File: config.mk
export PLATFORM = sky130hd
export DESIGN_NAME = murmur_hash_64
export DESIGN_NICKNAME = d
export VERILOG_FILES = /design/src/rtl/mh64_pkg.sv /design/src/rtl/mh64_mul.sv /design/src/rtl/murmur_hash_64.sv
export VERILOG_INCLUDE_DIRS = /design/src /design/src/rtl
export SDC_FILE = /design/constraint.sdc
export NUM_CORES = 2
export LEC_CHECK = 0
export ABC_AREA = 1
export BUFFER_PORTS_ARGS = -buffer_cell sky130_fd_sc_hd__buf_2
export CORE_MARGIN = 5
export CORE_UTILIZATION = 53
export CTS_BUF_LIST = sky130_fd_sc_hd__clkbuf_4
export CTS_CLUSTER_DIAMETER = 80
export CTS_CLUSTER_SIZE = 25
export DETAILED_ROUTE_END_ITERATION = 16
export HOLD_SLACK_MARGIN = 0.05
export PLACE_DENSITY_LB_ADDON = 0.15
export REMOVE_ABC_BUFFERS = 1
export SYNTH_ARGS = -nofsm -noshare
export SYNTH_HDL_FRONTEND = slang
export SYNTH_HIERARCHICAL = 1
export SYNTH_SLANG_ARGS = --single-unit
export TNS_END_PERCENT = 10
File: constraint.sdc
create_clock -name clk -period 21.5 [get_ports clk]
set_input_delay 0 -clock clk [delete_from_list [all_inputs] [get_ports clk]]
set_output_delay 0 -clock clk [all_outputs]
set_load 0.1 [all_outputs]
File: src/rtl/murmur_hash_64_assert.svh
// Assertion macros shared by the murmur_hash_64 RTL.
// Needs a clock named clk and an active-low reset named arst_n in scope.
`ifndef MURMUR_HASH_64_ASSERT_SVH
`define MURMUR_HASH_64_ASSERT_SVH

// Same-cycle implication.
`define MH64_ASSERT_IMPL(lbl, ante, cons) \
	lbl: assert property (@(posedge clk) disable iff (!arst_n) (ante) |-> (cons)) \
		else $error("murmur_hash_64 check failed");

// Next-cycle implication.
`define MH64_ASSERT_NEXT(lbl, ante, cons) \
	lbl: assert property (@(posedge clk) disable iff (!arst_n) (ante) |=> (cons)) \
		else $error("murmur_hash_64 check failed");

`endif

File: src/rtl/mh64_pkg.sv
// Constants, types and helpers for the murmur_hash_64 block.
// No dependencies; used by mh64_mul and murmur_hash_64.
package mh64_pkg;

	localparam int unsigned WORD_W   = 64;
	localparam int unsigned HALF_W   = WORD_W / 2;
	localparam int unsigned LEN_W    = 32;
	localparam int unsigned CNT_W    = 4;
	localparam int unsigned S_DATA_W = 104;

	localparam logic [WORD_W-1:0] MIX_MUL    = 64'hc6a4a7935bd1e995;
	localparam int unsigned       MIX_SHIFT  = 47;
	localparam logic [WORD_W-1:0] SEED_RESET = 64'h0000_0000_9747_b28c;

	typedef struct packed {
		logic              start;
		logic [WORD_W-1:0] operand;
	} mul_req_t;

	typedef struct packed {
		logic              done;
		logic [WORD_W-1:0] result;
	} mul_rsp_t;

	function automatic logic [WORD_W-1:0] xor_shift(input logic [WORD_W-1:0] v);
		return v ^ (v >> MIX_SHIFT);
	endfunction

	function automatic logic [WORD_W-1:0] tail_mask(input logic [2:0] nbytes);
		logic [5:0] sh;
		sh = {nbytes, 3'b000};
		return (64'd1 << sh) - 64'd1;
	endfunction

endpackage

File: src/rtl/mh64_mul.sv
// Shared multiplier: operand times MIX_MUL modulo 2^64 using one 32x32 multiplier.
// Four passes per product. Depends on mh64_pkg and murmur_hash_64_assert.svh.
`include "murmur_hash_64_assert.svh"

module mh64_mul (
	input  logic              clk,
	input  logic              arst_n,
	input  mh64_pkg::mul_req_t req,
	output mh64_pkg::mul_rsp_t rsp
);

	logic [mh64_pkg::WORD_W-1:0] a_q;
	logic [mh64_pkg::WORD_W-1:0] prod_q;
	logic [mh64_pkg::WORD_W-1:0] acc_q;
	logic                        busy_q;
	logic                        done_q;
	logic [1:0]                  step_q;
	logic [mh64_pkg::HALF_W-1:0] mul_a;
	logic [mh64_pkg::HALF_W-1:0] mul_b;

	// Partial products: a_lo*m_lo, a_hi*m_lo, a_lo*m_hi
	always_comb begin
		mul_a = (step_q == 2'd1) ? a_q[63:32] : a_q[31:0];
		mul_b = (step_q == 2'd2) ? mh64_pkg::MIX_MUL[63:32] : mh64_pkg::MIX_MUL[31:0];
	end

	always_ff @(posedge clk) begin
		if (req.start) begin
			a_q <= req.operand;
		end
		if (busy_q) begin
			prod_q <= mh64_pkg::WORD_W'(mul_a) * mh64_pkg::WORD_W'(mul_b);
			unique case (step_q)
				2'd0: acc_q <= acc_q;
				2'd1: acc_q <= prod_q;
				default: acc_q[63:32] <= acc_q[63:32] + prod_q[31:0];
			endcase
		end
	end

	always_ff @(posedge clk or negedge arst_n) begin
		if (!arst_n) begin
			busy_q <= 1'b0;
			done_q <= 1'b0;
			step_q <= 2'd0;
		end else begin
			done_q <= busy_q && !req.start && (step_q == 2'd3);
			if (req.start) begin
				busy_q <= 1'b1;
				step_q <= 2'd0;
			end else if (busy_q) begin
				step_q <= step_q + 2'd1;
				if (step_q == 2'd3) begin
					busy_q <= 1'b0;
				end
			end
		end
	end

	assign rsp.done   = done_q;
	assign rsp.result = acc_q;

	`MH64_ASSERT_IMPL(a_no_restart, busy_q, !req.start)
	`MH64_ASSERT_IMPL(a_done_idle, done_q, !busy_q)
	`MH64_ASSERT_NEXT(a_done_after_last, busy_q && step_q == 2'd3 && !req.start, done_q)

endmodule

File: src/rtl/murmur_hash_64.sv
// MurmurHash64A over a stream of little-endian 64-bit words.
// Depends on mh64_pkg, mh64_mul and murmur_hash_64_assert.svh.
//
// Usage:
//   Write the seed through cfg_wr_en / cfg_wr_data while idle (reset value 0x9747b28c).
//   Each item on the s_axis side is one message word; s_axis_tlast marks the final
//   word, whose byte count (0..8) sets how many bytes count. The length field is
//   read on the first word of a message only.
//   One hash leaves on m_axis per message, after the final word.
// Sequencing:
//   Every 64-bit multiply runs on one shared 32x32 multiplier in four passes.
//   A middle word needs three multiplies, the first word of a message one more,
//   and a final word one, two or four multiplies before the output is loaded.
//   s_axis_tready is high only while the sequencer is idle,
//   one item in work at a time.
// Reset and stalls:
//   Reset clears the sequencer, drops m_axis_tvalid and restores the seed.
//   A finished hash waits in the output register; a second hash completing
//   before it is taken holds the sequencer until the register frees.
`include "murmur_hash_64_assert.svh"

module murmur_hash_64 (
	input  logic                          clk,
	input  logic                          arst_n,
	input  logic                          cfg_wr_en,
	input  logic [mh64_pkg::WORD_W-1:0]   cfg_wr_data,
	input  logic                          s_axis_tvalid,
	output logic                          s_axis_tready,
	// [63:0] data_word, [95:64] message_length, [99:96] byte_count, [103:100] zero
	input  logic [mh64_pkg::S_DATA_W-1:0] s_axis_tdata,
	input  logic                          s_axis_tlast,
	output logic                          m_axis_tvalid,
	input  logic                          m_axis_tready,
	// [63:0] hash_value
	output logic [mh64_pkg::WORD_W-1:0]   m_axis_tdata
);

	typedef enum logic [2:0] {
		ST_IDLE,
		ST_SEED,
		ST_K1,
		ST_K2,
		ST_H,
		ST_FIN,
		ST_OUT
	} state_t;

	state_t                      state_q;
	state_t                      rt_state;
	logic [mh64_pkg::WORD_W-1:0] seed_q;
	logic [mh64_pkg::WORD_W-1:0] h_q;
	logic [mh64_pkg::WORD_W-1:0] k_q;
	logic [mh64_pkg::CNT_W-1:0]  cnt_q;
	logic                        last_q;
	logic                        inside_q;
	logic                        m_valid_q;
	logic [mh64_pkg::WORD_W-1:0] m_data_q;
	mh64_pkg::mul_req_t          mreq_q;
	mh64_pkg::mul_rsp_t          mrsp;

	logic                        s_accept;
	logic                        out_load;
	logic [mh64_pkg::WORD_W-1:0] in_word;
	logic [mh64_pkg::LEN_W-1:0]  in_len;
	logic [mh64_pkg::CNT_W-1:0]  in_cnt;
	logic [mh64_pkg::WORD_W-1:0] h_in;
	logic [mh64_pkg::WORD_W-1:0] k_in;
	logic [mh64_pkg::CNT_W-1:0]  cnt_in;
	logic                        last_in;
	logic                        full_in;
	logic                        tail_in;
	logic [mh64_pkg::WORD_W-1:0] rt_opnd;
	logic [mh64_pkg::WORD_W-1:0] res_x;

	assign in_word  = s_axis_tdata[63:0];
	assign in_len   = s_axis_tdata[95:64];
	assign in_cnt   = s_axis_tdata[99:96];
	assign s_accept = s_axis_tvalid && s_axis_tready;
	assign out_load = (state_q == ST_OUT) && (!m_valid_q || m_axis_tready);
	assign res_x    = mh64_pkg::xor_shift(mrsp.result);

	// Pick the first operation for a word once the starting hash is known
	always_comb begin
		if (state_q == ST_SEED) begin
			h_in    = seed_q ^ mrsp.result;
			k_in    = k_q;
			cnt_in  = cnt_q;
			last_in = last_q;
		end else begin
			h_in    = h_q;
			k_in    = in_word;
			cnt_in  = in_cnt;
			last_in = s_axis_tlast;
		end
		full_in = !last_in || (cnt_in >= 4'd8);
		tail_in = last_in && (cnt_in != 4'd0) && (cnt_in < 4'd8);
		if (full_in) begin
			rt_state = ST_K1;
			rt_opnd  = k_in;
		end else if (tail_in) begin
			rt_state = ST_H;
			rt_opnd  = h_in ^ (k_in & mh64_pkg::tail_mask(cnt_in[2:0]));
		end else begin
			rt_state = ST_FIN;
			rt_opnd  = mh64_pkg::xor_shift(h_in);
		end
	end

	always_ff @(posedge clk or negedge arst_n) begin
		if (!arst_n) begin
			seed_q <= mh64_pkg::SEED_RESET;
		end else if (cfg_wr_en) begin
			seed_q <= cfg_wr_data;
		end
	end

	always_ff @(posedge clk or negedge arst_n) begin
		if (!arst_n) begin
			state_q        <= ST_IDLE;
			inside_q       <= 1'b0;
			m_valid_q      <= 1'b0;
			m_data_q       <= '0;
			mreq_q.start   <= 1'b0;
			mreq_q.operand <= '0;
			h_q            <= '0;
			k_q            <= '0;
			cnt_q          <= '0;
			last_q         <= 1'b0;
		end else begin
			mreq_q.start <= (state_q == ST_IDLE) ? s_accept :
				(mrsp.done && state_q != ST_FIN && !(state_q == ST_H && !last_q));
			if (out_load) begin
				m_valid_q <= 1'b1;
			end else if (m_valid_q && m_axis_tready) begin
				m_valid_q <= 1'b0;
			end
			unique case (state_q)
				ST_IDLE: begin
					if (s_accept) begin
						k_q    <= in_word;
						cnt_q  <= in_cnt;
						last_q <= s_axis_tlast;
						if (!inside_q) begin
							state_q        <= ST_SEED;
							mreq_q.operand <= {{(mh64_pkg::WORD_W - mh64_pkg::LEN_W){1'b0}}, in_len};
						end else begin
							state_q        <= rt_state;
							mreq_q.operand <= rt_opnd;
							h_q            <= h_in;
						end
					end
				end
				ST_SEED: begin
					if (mrsp.done) begin
						state_q        <= rt_state;
						mreq_q.operand <= rt_opnd;
						h_q            <= h_in;
					end
				end
				ST_K1: begin
					if (mrsp.done) begin
						state_q        <= ST_K2;
						mreq_q.operand <= res_x;
					end
				end
				ST_K2: begin
					if (mrsp.done) begin
						state_q        <= ST_H;
						mreq_q.operand <= h_q ^ mrsp.result;
					end
				end
				ST_H: begin
					if (mrsp.done) begin
						if (last_q) begin
							state_q        <= ST_FIN;
							mreq_q.operand <= res_x;
						end else begin
							state_q  <= ST_IDLE;
							h_q      <= mrsp.result;
							inside_q <= 1'b1;
						end
					end
				end
				ST_FIN: begin
					if (mrsp.done) begin
						state_q <= ST_OUT;
						k_q     <= res_x;
					end
				end
				ST_OUT: begin
					if (out_load) begin
						m_data_q <= k_q;
						inside_q <= 1'b0;
						state_q  <= ST_IDLE;
					end
				end
				default: begin
					state_q <= ST_IDLE;
				end
			endcase
		end
	end

	mh64_mul u_mul (
		.clk    (clk),
		.arst_n (arst_n),
		.req    (mreq_q),
		.rsp    (mrsp)
	);

	assign s_axis_tready = (state_q == ST_IDLE);
	assign m_axis_tvalid = m_valid_q;
	assign m_axis_tdata  = m_data_q;

	`MH64_ASSERT_IMPL(a_done_in_mul_state, mrsp.done,
		state_q == ST_SEED || state_q == ST_K1 || state_q == ST_K2 ||
		state_q == ST_H || state_q == ST_FIN)
	`MH64_ASSERT_NEXT(a_accept_busy, s_accept, state_q != ST_IDLE)
	`MH64_ASSERT_NEXT(a_out_loads, state_q == ST_OUT && !m_valid_q, m_valid_q)

endmodule
==> flow_metrics.tcl <==
set metrics [dict create \
    cp_data_arrival_time_ns 10.49 \
    die_area_sq_mm 0.110 \
    dpl.hpwl_um 145000 \
    route.detailed.drc 0 \
    max_freq_mhz 103 \
    maxCapViolCount 0 \
    critPathLaunchType "register" \
    htree_levels 1 \
    wl_per_cell_um 21.5 \
    grt_start_max_net_pins 195 \
    rsz0062_at_grt "false" \
    netlist_area_sq_mm 0.0549 \
    slowest_delay_ns 0.65 \
    antenna_found_initial 7 \
    yosys_register_bits 527 \
    skew_ns 0.114 \
    syn_area_per_cell_sq_um 8.20 \
    areaGrowthSynthToFinish_pct 14.2 \
    yosysUniqueCellTypes 61 \
    max_slew_margin_pct 12.6 \
    vias_per_cell 5.43 \
    nets 8530 \
    cts_buffer_depth 3 \
    ctsHoldBuffers 465 \
    clockRootBuffer "clkbuf_4" \
    drt-initial-drc-count 4302 \
    port_buffers 235 \
    critPathMaxFanout 42 \
    yosys_most_used_dff "dfrtp_1" \
    yosysWarnings 6 \
    fin_setup_tns_ns 0 \
    cts_tree "done" \
    slew_viol_final 0 \
    fp.dieH_um 332 \
    clk_pin_slew_ns 0.26 \
    post_cts_resized 0 \
    firstDrtPassIters 8 \
    synth_edf_count 192 \
    drive_above_1_share_pct 7.09 \
    finalCriticalPeriod_ns 9.74 \
    vias 47200 \
    post_cts.repair.setup_buffers 0 \
    start_util_pct 53.2 \
    synthArstFlopShare_pct 63.6 \
    yosysSeqAreaShare_pct 25.8 \
    drt_wl_total_um 187000 \
    finalHoldViolCount 0 \
    cp_slowest_cell "fa_1" \
    setup_viol 0 \
    clkSinkCount 527 \
    grt_overflow 0 \
    grt_pass1_vias 46800 \
    fin_crit_sh_pct 45.3 \
    worstSetupEndpointType "register" \
    fp.dieW_um 332 \
    hold_path_class "input port to asynchronous set/reset pin" \
    critPathRequiredTime_ns 22.25 \
    coreArea_sq_mm 0.103 \
    syn_inst 6695 \
    gp_congestion 0.990 \
    insertion_delay_ns 0.99 \
    grt_usage_pct 33.4 \
    worstMarginPinSlew_ns 1.30 \
    io-pin-count 240 \
    critPathMostFrequentCell "fa_1" \
    grt_pass1_wl_um 283000 \
    outcome "finished, final reports clean" \
    cts_buffers 30 \
    rows 118 \
    crit_type "register to register" \
    ant_nets 0 \
]
[flip-flops by register name, indices dropped and copies added (netlist names)]
| name | count |
|---|---|
| state_q | 3 |
| u_mul/prod_q | 64 |
| u_mul/a_q | 64 |
| h_q | 64 |
| seed_q | 64 |
| m_axis_tvalid | 1 |
| m_axis_tdata | 64 |
| k_q | 64 |
| u_mul/acc_q | 64 |
| u_mul/done_q | 1 |
| u_mul/step_q | 2 |
| u_mul/busy_q | 1 |
| last_q | 1 |
| cnt_q | 4 |
| mreq_q | 65 |
| inside_q | 1 |
[per-stage QoR]
| step | instance area (sq um) | setup WS [ns] | instances | util, % | hold slack (ns) |
|---|---|---|---|---|---|
| 2_1_floorplan | 54100 | 11.87 | 6506 | - | -0.296 |
| 3_3_place_gp | 57500 | 11.92 | 8179 | 55.7 | 0.0538 |
| 3_5_place_dp | 57500 | 11.89 | 8179 | 55.7 | 0.0513 |
| 4_1_cts | 62700 | 11.78 | 8700 | 60.8 | 0.0867 |
| 5_1_grt | 62700 | 11.40 | 8702 | 60.8 | 0.202 |
| 6_report | 62700 | 11.76 | 8702 | 60.8 | 0.181 |
[critical path, delay by kind of cell, from the launching register on]
family	cells	cell delay, ns
adders and majority gates	10	5.30
buffers and inverters	8	1.38
and+or+nand+nor	7	1.34
AOI/OAI and AO/OA	1	0.56
DFF	1	0.50
xor gates and xnor gates	1	0.30
[per-layer routing]
metal / share of wire, % / track usage (%)
met1: 41 / 44.9
met2: 47 / 55.6
met3: 7.5 / 4.81
met4: 4.7 / 12.6
met5: 0.012 / 0
[layout by cell type (no fill, tap or decap), types with 7 or more instances in the layout]
cell type / n
nand2_1: 1641
inv_1: 1480
fa_1: 624
dlygate4sd3_1: 464
ha_1: 435
o21ai_0: 375
nor2_1: 369
dfrtp_1: 317
buf_2: 233
nand3_1: 230
edfxtp_1: 192
o211ai_1: 129
a21oi_1: 125
xor2_1: 106
xnor2_1: 58
buf_4: 58
or2_2: 44
o21ai_1: 36
clkbuf_4: 36
a31oi_1: 34
o21bai_1: 34
inv_2: 28
o21ai_2: 26
nand4_1: 25
nor3_1: 24
a32oi_1: 18
mux2_2: 18
a221oi_1: 16
dfstp_2: 16
nand3b_1: 11
nor2_4: 9
a211oi_1: 8
o22ai_1: 7
or2_0: 7
nor2_2: 7
[cells in the mapped netlist, types with 8 or more instances]
master	n	share of area, %
a211oi_1	8	0.11
a21oi_1	125	1.1
a221oi_1	16	0.26
a31oi_1	34	0.39
a32oi_1	18	0.29
buf_1	18	0.12
buf_2	50	0.46
clkbuf_1	110	0.75
dfrtp_1	319	15
dfstp_2	16	0.77
edfxtp_1	192	10
fa_1	624	23
ha_1	436	9.9
inv_1	1481	10
inv_2	28	0.19
mux2_2	18	0.37
nand2_1	1641	11
nand3_1	230	2.1
nand3b_1	11	0.15
nand4_1	25	0.28
nor2_1	372	2.5
nor3_1	24	0.22
o211ai_1	129	1.8
o21ai_0	379	3.5
o21ai_1	33	0.30
o21ai_2	26	0.41
o21bai_1	34	0.46
or2_2	44	0.50
xnor2_1	58	0.92
xor2_1	106	1.7
[cell type report]
class	count	area, sq um
well taps	1380	1730
inverters	1511	5680
clock inverters	20	243
multi-input cells	4468	34300
clock buffers	36	270
fillers	9164	40500
repair buffers	758	6310
flip-flops and latches	527	14200
diodes	2	5.00
[logic make-up (layout without fill, tap and decap cells)]
| kind of cell | count (synthesis) | in the layout | synth area share [%] |
|---|---|---|---|
| other | 2 | 4 | 0.0137 |
| flip-flops | 527 | 527 | 25.8 |
| AND/OR/NAND/NOR | 2388 | 2388 | 17.6 |
| AO/OA/AOI/OAI | 836 | 836 | 9.09 |
| multiplexers | 18 | 18 | 0.369 |
| buffers and inverters | 1700 | 2325 | 11.8 |
| XOR/XNOR | 164 | 164 | 2.61 |
| adder cells (fa/ha/maj) | 1060 | 1060 | 32.7 |
[path summary, 6_finish.rpt]
kind	depth (start not counted)	to	startpoint	slack, ns
worst max-delay path	27	u_mul/prod_q[34]$_DFFE_PP_	u_mul/step_q[1]$_DFFE_PN0P_	11.76
worst min-delay path	4	h_q[27]$_DFFE_PN0P_	arst_n	0.18
worst max register to register	27	u_mul/prod_q[34]$_DFFE_PP_	u_mul/step_q[1]$_DFFE_PN0P_	11.76
worst min register to register	0	u_mul/a_q[47]$_DFFE_PP_	mreq_q[47]$_DFFE_PN0P_	0.44
max in group asynchronous	6	h_q[19]$_DFFE_PN0P_	arst_n	18.85
min in group clk	7	mreq_q[37]$_DFFE_PN0P_	s_axis_tdata[37]	0.19
Power is left out: the tool's default activity adds up to more than one toggle a clock period on the data nets, which glitch-free logic cannot reach.
